`src/rtl/core/mlfd_pkg.sv`:
```
// types and constants of the magic/length frame deframer
`default_nettype none
package mlfd_pkg;

	localparam logic [7:0]  MAGIC_FIRST    = 8'h54;
	localparam logic [7:0]  MAGIC_SECOND   = 8'h43;
	localparam logic [31:0] MAX_BODY_RESET = 32'd65536;
	localparam int          HDR_BYTES      = 8;
	localparam int          HDR_CNT_W      = $clog2(HDR_BYTES);

	typedef enum logic [1:0] {
		EV_PAYLOAD   = 2'd0,
		EV_MISMATCH  = 2'd1,
		EV_TOO_LARGE = 2'd2,
		EV_EMPTY     = 2'd3
	} event_kind_t;

	typedef enum logic [2:0] {
		PH_HEADER = 3'b001,
		PH_BODY   = 3'b010,
		PH_CLOSED = 3'b100
	} phase_t;

endpackage
`default_nettype wire

```
`src/rtl/core/mlfd_rx_if.sv`:
```
// received byte channel
`default_nettype none
interface mlfd_rx_if;
	logic       valid;
	logic       ready;
	logic [7:0] rx_byte;

	modport source (output valid, output rx_byte, input ready);
	modport sink   (input valid, input rx_byte, output ready);
endinterface
`default_nettype wire

```
`src/rtl/core/mlfd_evt_if.sv`:
```
// deframer event channel
`default_nettype none
interface mlfd_evt_if;
	logic       valid;
	logic       ready;
	logic [1:0] event_kind;
	logic [7:0] payload_byte;
	logic       frame_last;

	modport source (output valid, output event_kind, output payload_byte, output frame_last,
		input ready);
	modport sink   (input valid, input event_kind, input payload_byte, input frame_last,
		output ready);
endinterface
`default_nettype wire

```
`src/rtl/core/magic_length_frame_deframer_top.sv`:
```
// a result is registered and appears in the cycle after the byte that causes it is taken
// throughput: one byte per cycle unless the output stalls; header check and body count are combinational logic
// a new byte is taken when the output register is empty or its result leaves that cycle
// reset: arst_n clears the phase, counters, output valid and sets the limit to 65536
// reset returns the block to header collection and reopens a closed link
`default_nettype none
module magic_length_frame_deframer_top
	import mlfd_pkg::*;
(
	input  wire         clk,
	input  wire         arst_n,
	input  wire         cfg_wr_en,
	input  wire  [31:0] cfg_wr_data,
	mlfd_rx_if.sink     rx,
	mlfd_evt_if.source  evt
);

	phase_t               phase_q, phase_d;
	logic [HDR_CNT_W-1:0] cnt_q, cnt_d;
	logic [55:0]          hdr_q, hdr_d;
	logic [31:0]          rem_q, rem_d;
	logic [31:0]          max_q;
	logic [31:0]          len;
	logic                 accept;
	logic                 emit;
	event_kind_t          kind;
	logic [7:0]           pbyte;
	logic                 last;

	logic                 out_valid_q;
	event_kind_t          kind_q;
	logic [7:0]           pbyte_q;
	logic                 last_q;

	assign rx.ready = !out_valid_q || evt.ready;
	assign accept   = rx.valid && rx.ready;
	assign len      = {hdr_q[23:0], rx.rx_byte};

	always_comb begin
		phase_d = phase_q;
		cnt_d   = cnt_q;
		hdr_d   = hdr_q;
		rem_d   = rem_q;
		emit    = 1'b0;
		kind    = EV_PAYLOAD;
		pbyte   = 8'h00;
		last    = 1'b0;
		unique case (phase_q)
			PH_HEADER: begin
				hdr_d = {hdr_q[47:0], rx.rx_byte};
				cnt_d = cnt_q + 1'b1;
				if (cnt_q == HDR_CNT_W'(HDR_BYTES - 1)) begin
					cnt_d = '0;
					if (hdr_q[55:48] != MAGIC_FIRST || hdr_q[47:40] != MAGIC_SECOND) begin
						emit = 1'b1;
						kind = EV_MISMATCH;
					end else if (len > max_q) begin
						emit    = 1'b1;
						kind    = EV_TOO_LARGE;
						phase_d = PH_CLOSED;
					end else if (len == 32'd0) begin
						emit = 1'b1;
						kind = EV_EMPTY;
						last = 1'b1;
					end else begin
						phase_d = PH_BODY;
						rem_d   = len;
					end
				end
			end
			PH_BODY: begin
				if (rem_q != 32'd0) begin
					rem_d = rem_q - 32'd1;
				end
				emit  = 1'b1;
				pbyte = rx.rx_byte;
				if (rem_q <= 32'd1) begin
					last    = 1'b1;
					phase_d = PH_HEADER;
				end
			end
			default: begin
			end
		endcase
	end

	always_ff @(posedge clk or negedge arst_n) begin
		if (!arst_n) begin
			phase_q <= PH_HEADER;
			cnt_q   <= '0;
			rem_q   <= '0;
		end else if (accept) begin
			phase_q <= phase_d;
			cnt_q   <= cnt_d;
			rem_q   <= rem_d;
		end
	end

	always_ff @(posedge clk) begin
		if (accept) begin
			hdr_q <= hdr_d;
		end
	end

	always_ff @(posedge clk or negedge arst_n) begin
		if (!arst_n) begin
			max_q <= MAX_BODY_RESET;
		end else if (cfg_wr_en) begin
			max_q <= cfg_wr_data;
		end
	end

	always_ff @(posedge clk or negedge arst_n) begin
		if (!arst_n) begin
			out_valid_q <= 1'b0;
		end else if (accept) begin
			out_valid_q <= emit;
		end else if (evt.ready) begin
			out_valid_q <= 1'b0;
		end
	end

	always_ff @(posedge clk) begin
		if (accept && emit) begin
			kind_q  <= kind;
			pbyte_q <= pbyte;
			last_q  <= last;
		end
	end

	assign evt.valid        = out_valid_q;
	assign evt.event_kind   = kind_q;
	assign evt.payload_byte = pbyte_q;
	assign evt.frame_last   = last_q;

endmodule
`default_nettype wire

```
`src/flat_wrapper.sv`:
```
// flat-port wrapper written by rule: the top's interface ports become plain ports
module magic_length_frame_deframer_top_flat import mlfd_pkg::*;
  (clk, arst_n, cfg_wr_en, cfg_wr_data, rx_valid, rx_rx_byte, rx_ready, evt_valid, evt_event_kind, evt_payload_byte, evt_frame_last, evt_ready);
  mlfd_rx_if rx_i ();
  mlfd_evt_if evt_i ();
  input  wire clk;
  input  wire arst_n;
  input  wire cfg_wr_en;
  input  wire  [31:0] cfg_wr_data;
  input wire logic [$bits(rx_i.valid)-1:0] rx_valid;
  input wire logic [$bits(rx_i.rx_byte)-1:0] rx_rx_byte;
  output wire logic [$bits(rx_i.ready)-1:0] rx_ready;
  output wire logic [$bits(evt_i.valid)-1:0] evt_valid;
  output wire logic [$bits(evt_i.event_kind)-1:0] evt_event_kind;
  output wire logic [$bits(evt_i.payload_byte)-1:0] evt_payload_byte;
  output wire logic [$bits(evt_i.frame_last)-1:0] evt_frame_last;
  input wire logic [$bits(evt_i.ready)-1:0] evt_ready;
  assign rx_i.valid = rx_valid;
  assign rx_i.rx_byte = rx_rx_byte;
  assign rx_ready = rx_i.ready;
  assign evt_valid = evt_i.valid;
  assign evt_event_kind = evt_i.event_kind;
  assign evt_payload_byte = evt_i.payload_byte;
  assign evt_frame_last = evt_i.frame_last;
  assign evt_i.ready = evt_ready;
  magic_length_frame_deframer_top u_core (.clk(clk), .arst_n(arst_n), .cfg_wr_en(cfg_wr_en), .cfg_wr_data(cfg_wr_data), .rx(rx_i), .evt(evt_i));
endmodule
```
`config.mk`:
```
export PLATFORM = sky130hd
export DESIGN_NAME = magic_length_frame_deframer_top_flat
export DESIGN_NICKNAME = d
export VERILOG_FILES = /design/src/rtl/core/mlfd_pkg.sv /design/src/rtl/core/mlfd_rx_if.sv /design/src/rtl/core/mlfd_evt_if.sv /design/src/rtl/core/magic_length_frame_deframer_top.sv /design/src/flat_wrapper.sv
export SDC_FILE = /design/constraint.sdc
export NUM_CORES = 1
export LEC_CHECK = 0
export BUFFER_PORTS_ARGS = -buffer_cell sky130_fd_sc_hd__buf_2
export CAP_MARGIN = 20
export CORE_UTILIZATION = 44
export DETAILED_ROUTE_END_ITERATION = 10
export GPL_TIMING_DRIVEN = 0
export PLACE_DENSITY = 0.65
export REMOVE_ABC_BUFFERS = 1
export SLEW_MARGIN = 20
export SYNTH_ARGS = -nofsm -noshare
export SYNTH_HDL_FRONTEND = slang
export SYNTH_SLANG_ARGS = --single-unit
```
`constraint.sdc`:
```
create_clock -name clk -period 2.5 [get_ports clk]
set_input_delay 0.375 -clock clk [delete_from_list [all_inputs] [get_ports clk]]
set_output_delay 0.375 -clock clk [all_outputs]
set_load 0.1 [all_outputs]
```
==> impl_metrics.py <==
metrics = {
    "sta": {
        "final_critical_path_setup_slack_ns": -0.174,
        "final_hold_violation_count": 0,
        "rsz_0062_raised_after_global_routing": "true",
        "timing.final.crit_share_pct": 107,
        "max-slew-margin-rel_pct": 43.3,
        "fin_skew_ns": 0.0127,
        "fmax_ghz": 0.374,
        "worst-slew-pin-transition_ns": 0.851,
        "slew_viol_final": 0,
        "fin_tns_setup_ns": -4.13,
        "setup-violations-final": 45,
        "post-route-min-period_ns": 2.67,
    },
    "placed_design": {
        "finalWeightedCongestion": 0.863,
        "port-buffer-count": 57,
        "dp_area_sq_mm": 0.00714,
        "dp_hpwl_um": 10400,
    },
    "yosys": {
        "ys_seq_area_share_pct": 56.9,
        "count_of_yosys_warnings_during_synthesis": 0,
        "synth_cells": 629,
        "synth_top_family_by_area": "simple AND/OR/NAND/NOR gates",
        "ys_types": 59,
        "synth_compound_area_share_pct": 15.7,
        "synth_area_in_simple_gates_pct": 15.8,
        "synth.largest_area_cell": "sky130_fd_sc_hd__edfxtp_1",
        "synth_area_sq_mm": 0.00667,
        "synthDominantCellAreaShare_pct": 30.2,
        "synth_seq_cells": 138,
        "yosys-mux-area-fraction_pct": 0.657,
        "netlist_top_cells_area": "sky130_fd_sc_hd__edfxtp_1 30%, sky130_fd_sc_hd__dfrtp_1 26%, sky130_fd_sc_hd__ha_1 6.8%",
        "synthAdderAreaFrac_pct": 6.76,
        "postSynth.topFlopCell": "sky130_fd_sc_hd__dfrtp_1",
        "synthXorXnorAreaFrac_pct": 0,
        "synthArstFlopShare_pct": 51.4,
        "synth-edff-count": 67,
        "syn_area_per_cell_sq_um": 10.6,
    },
    "global_routing": {
        "grt.total_usage_pct": 22.6,
        "grt_overflow_total": 0,
        "first_global_vias": 5485,
        "antenna_violations_before_repair": 0,
        "grt_start_max_net_pins": 64,
        "grt_first_pass_wirelength_um": 27300,
    },
    "finish": {
        "final.fill_count": 1160,
        "postLayoutCellArea_sq_mm": 0.00881,
        "antenna-diode-count": 0,
        "final_net_count": 826,
        "final_layout_size_suffix_gt1_share_pct": 33.1,
        "area.sequential_sq_mm": 0.00379,
        "multi_input_area_sq_mm": 0.00314,
        "areaGrowthSynthToFinish_pct": 32.2,
    },
    "critical_path": {
        "ff2ff_setup_slack_ns": -0.17,
        "category_of_the_worst_setup_path_capture_point": "flop",
        "worst-setup-path-type": "flop to flop",
        "timing.reg2reg.worst_path_depth": 9,
        "arrival_ns": 2.86,
        "worst-path-max-fanout": 11,
        "critical_path.startpoint_type": "flop",
        "cp.required_ns": 2.69,
    },
    "route": {
        "postRouteAntennaNets": 0,
        "finalWirelength_um": 17500,
        "detailedRoute.firstIterationViolations": 466,
        "vias": 5541,
        "firstDrtPassIters": 10,
        "wire_per_inst_um": 18.6,
        "avg_vias_per_cell": 5.88,
        "drt_drc": 2,
    },
    "clock_network": {
        "numCtsBuffers": 17,
        "clk_pin_slew_ns": 0.06,
        "h-tree-depth": 4,
        "cts_max_path_buffers": 2,
        "clock_insertion_delay_worst_skew_ns": 0.43,
        "cts_num_sinks": 138,
        "cts_root_buf": "sky130_fd_sc_hd__clkbuf_16",
        "cts_tree": "yes",
    },
    "floorplan": {
        "fp.dieArea_sq_mm": 0.0156,
        "core_area_sq_mm": 0.0146,
        "design.portCount": 58,
        "row_count": 44,
        "die-height_um": 125,
        "dieWidth_um": 125,
        "floorplan.initialDensity_pct": 45.5,
    },
    "power_and_ir_drop": {
        "design_power_total_mw": 5.40,
        "power.leakage_nw": 3.59,
        "worst_ir_drop_vdd_v": 0.000505,
        "power-per-cell-area_mw_per_mm2": 613,
    },
    "hold_path": {
        "min_delay_path_depth": 3,
        "min-delay-path-class": "input port to flop",
    },
    "flow_run": {
        "cap_violations": 0,
    },
    "status": {
        "status": "finished with violations",
        "failed_checks": "DRC, setup timing",
    },
}
==> cells by family after synthesis <==
family,count (synthesis)
fa+ha+maj,36
compound gates,176
mux,4
simple gates,209
buf+inv,66
flops,138
==> state kept, by name (all words and copies together), names as in the netlist <==
| signal | cells |
|---|---|
| u_core.cnt_q | 3 |
| u_core.evt.event_kind | 2 |
| u_core.evt.frame_last | 1 |
| u_core.evt.payload_byte | 8 |
| u_core.evt.valid | 1 |
| u_core.hdr_q | 56 |
| u_core.max_q | 32 |
| u_core.phase_q | 3 |
| u_core.rem_q | 32 |
==> cells in the mapped netlist (2+ instances only) <==
cell and n:
sky130_fd_sc_hd__o21ai_0 71, sky130_fd_sc_hd__dfrtp_1 69, sky130_fd_sc_hd__edfxtp_1 67, sky130_fd_sc_hd__nand2_1 60, sky130_fd_sc_hd__a21oi_1 54, sky130_fd_sc_hd__inv_1 40, sky130_fd_sc_hd__nor2_1 40, sky130_fd_sc_hd__ha_1 36
sky130_fd_sc_hd__nand3_1 21, sky130_fd_sc_hd__nor4_1 20, sky130_fd_sc_hd__clkbuf_1 18, sky130_fd_sc_hd__nor3_1 13, sky130_fd_sc_hd__nand4_1 12, sky130_fd_sc_hd__and2_1 10, sky130_fd_sc_hd__nand2b_1 8, sky130_fd_sc_hd__a22oi_1 5
sky130_fd_sc_hd__a31oi_1 5, sky130_fd_sc_hd__buf_6 4, sky130_fd_sc_hd__o21a_1 4, sky130_fd_sc_hd__o2bb2ai_1 4, sky130_fd_sc_hd__a21o_1 3, sky130_fd_sc_hd__a2bb2oi_1 3, sky130_fd_sc_hd__a32oi_1 3, sky130_fd_sc_hd__buf_2 3
sky130_fd_sc_hd__mux2_2 3, sky130_fd_sc_hd__nor2b_1 3, sky130_fd_sc_hd__nor3b_1 3, sky130_fd_sc_hd__o21ai_2 3, sky130_fd_sc_hd__o22a_1 3, sky130_fd_sc_hd__o22ai_1 3, sky130_fd_sc_hd__or2_2 3, sky130_fd_sc_hd__or3_1 3
sky130_fd_sc_hd__and3_1 2, sky130_fd_sc_hd__dfstp_2 2, sky130_fd_sc_hd__o211ai_1 2, sky130_fd_sc_hd__or3b_2 2, sky130_fd_sc_hd__or4_1 2
==> worst max-delay path, cell delays in order (launching register included) <==
cell and delay [ns]:
sky130_fd_sc_hd__edfxtp_1 0.49, sky130_fd_sc_hd__ha_4 0.32, sky130_fd_sc_hd__nand4_1 0.23, sky130_fd_sc_hd__nor4_4 0.43
sky130_fd_sc_hd__nand2_1 0.13, sky130_fd_sc_hd__a21boi_4 0.17, sky130_fd_sc_hd__a31oi_4 0.19, sky130_fd_sc_hd__a21o_1 0.20
sky130_fd_sc_hd__clkinvlp_4 0.11, sky130_fd_sc_hd__buf_12 0.15
==> cell type report <==
| class | instances | share of cell area, % |
|---|---|---|
| inverters | 40 | 1.77 |
| multi-input cells | 430 | 35.7 |
| well taps | 184 | 2.61 |
| clock inverters | 15 | 2.24 |
| repair buffers | 118 | 9.84 |
| clock buffers | 17 | 4.83 |
| flip-flops and latches | 138 | 43.0 |
==> routing by layer <==
| metal | track usage (%) | wire [um] |
|---|---|---|
| met1 | 26.1 | 7000 |
| met2 | 38.1 | 8710 |
| met3 | 5.39 | 1020 |
| met4 | 13.6 | 810 |
| met5 | 0 | 0 |
==> report_power, final <==
group          switching (mW)  internal (mW)
logic                   0.185          0.125
registers              0.0123           2.42
clock network           0.997           1.67
total                    1.19           4.21
==> final timing paths <==
kind,startpoint,end
max in group asynchronous,arst_n,u_core.phase_q[0]$_DFFE_PN1P_
worst max-delay path,u_core.hdr_q[1]$_DFFE_PP_,u_core.evt.payload_byte[7]$_SDFFCE_PN0P_
worst min register to register,u_core.hdr_q[39]$_DFFE_PP_,u_core.hdr_q[47]$_DFFE_PP_
min in group asynchronous,arst_n,u_core.max_q[0]$_DFFE_PN0P_
worst max register to register,u_core.hdr_q[1]$_DFFE_PP_,u_core.evt.payload_byte[7]$_SDFFCE_PN0P_
worst min-delay path,cfg_wr_data[8],u_core.max_q[8]$_DFFE_PN0P_
==> timing repair <==
action / in CTS / in global routing
endpoints found under the setup margin: 84 / 82
setup buffers: 32 / 22
hold endpoints to repair: 27 / 0
pin swaps: 23 / 30
resized for setup: 63 / 71
cloned: 5 / 0
hold buffers: 1 / 0
==> layout by cell type (no fill, tap or decap), drive strengths merged, types with 10 or more instances in the layout <==
cell type,netlist,layout
dfrtp,69,69
nand4,12,12
a21oi,54,54
nand3,21,23
clkbuf,18,17
o21ai,74,74
and2,10,10
ha,36,36
inv,40,41
buf,8,117
nor4,20,20
nand2,60,60
edfxtp,67,67
nor2,40,40
nor3,14,14
==> through the flow <==
step                utilization, %  worst slack (ns)  hold slack [ns]  std cells
CTS                           57.4           -0.0868            0.141        920
finish                        60.2            -0.174            0.155        942
detailed placement            48.8             -1.17            0.336        850
global route                  60.2            -0.238            0.162        942
floorplan                        -             -2.49           0.0794        603
global placement              48.1             -4.28            0.402        844
No activity file was read; power rests on OpenSTA's default activity.
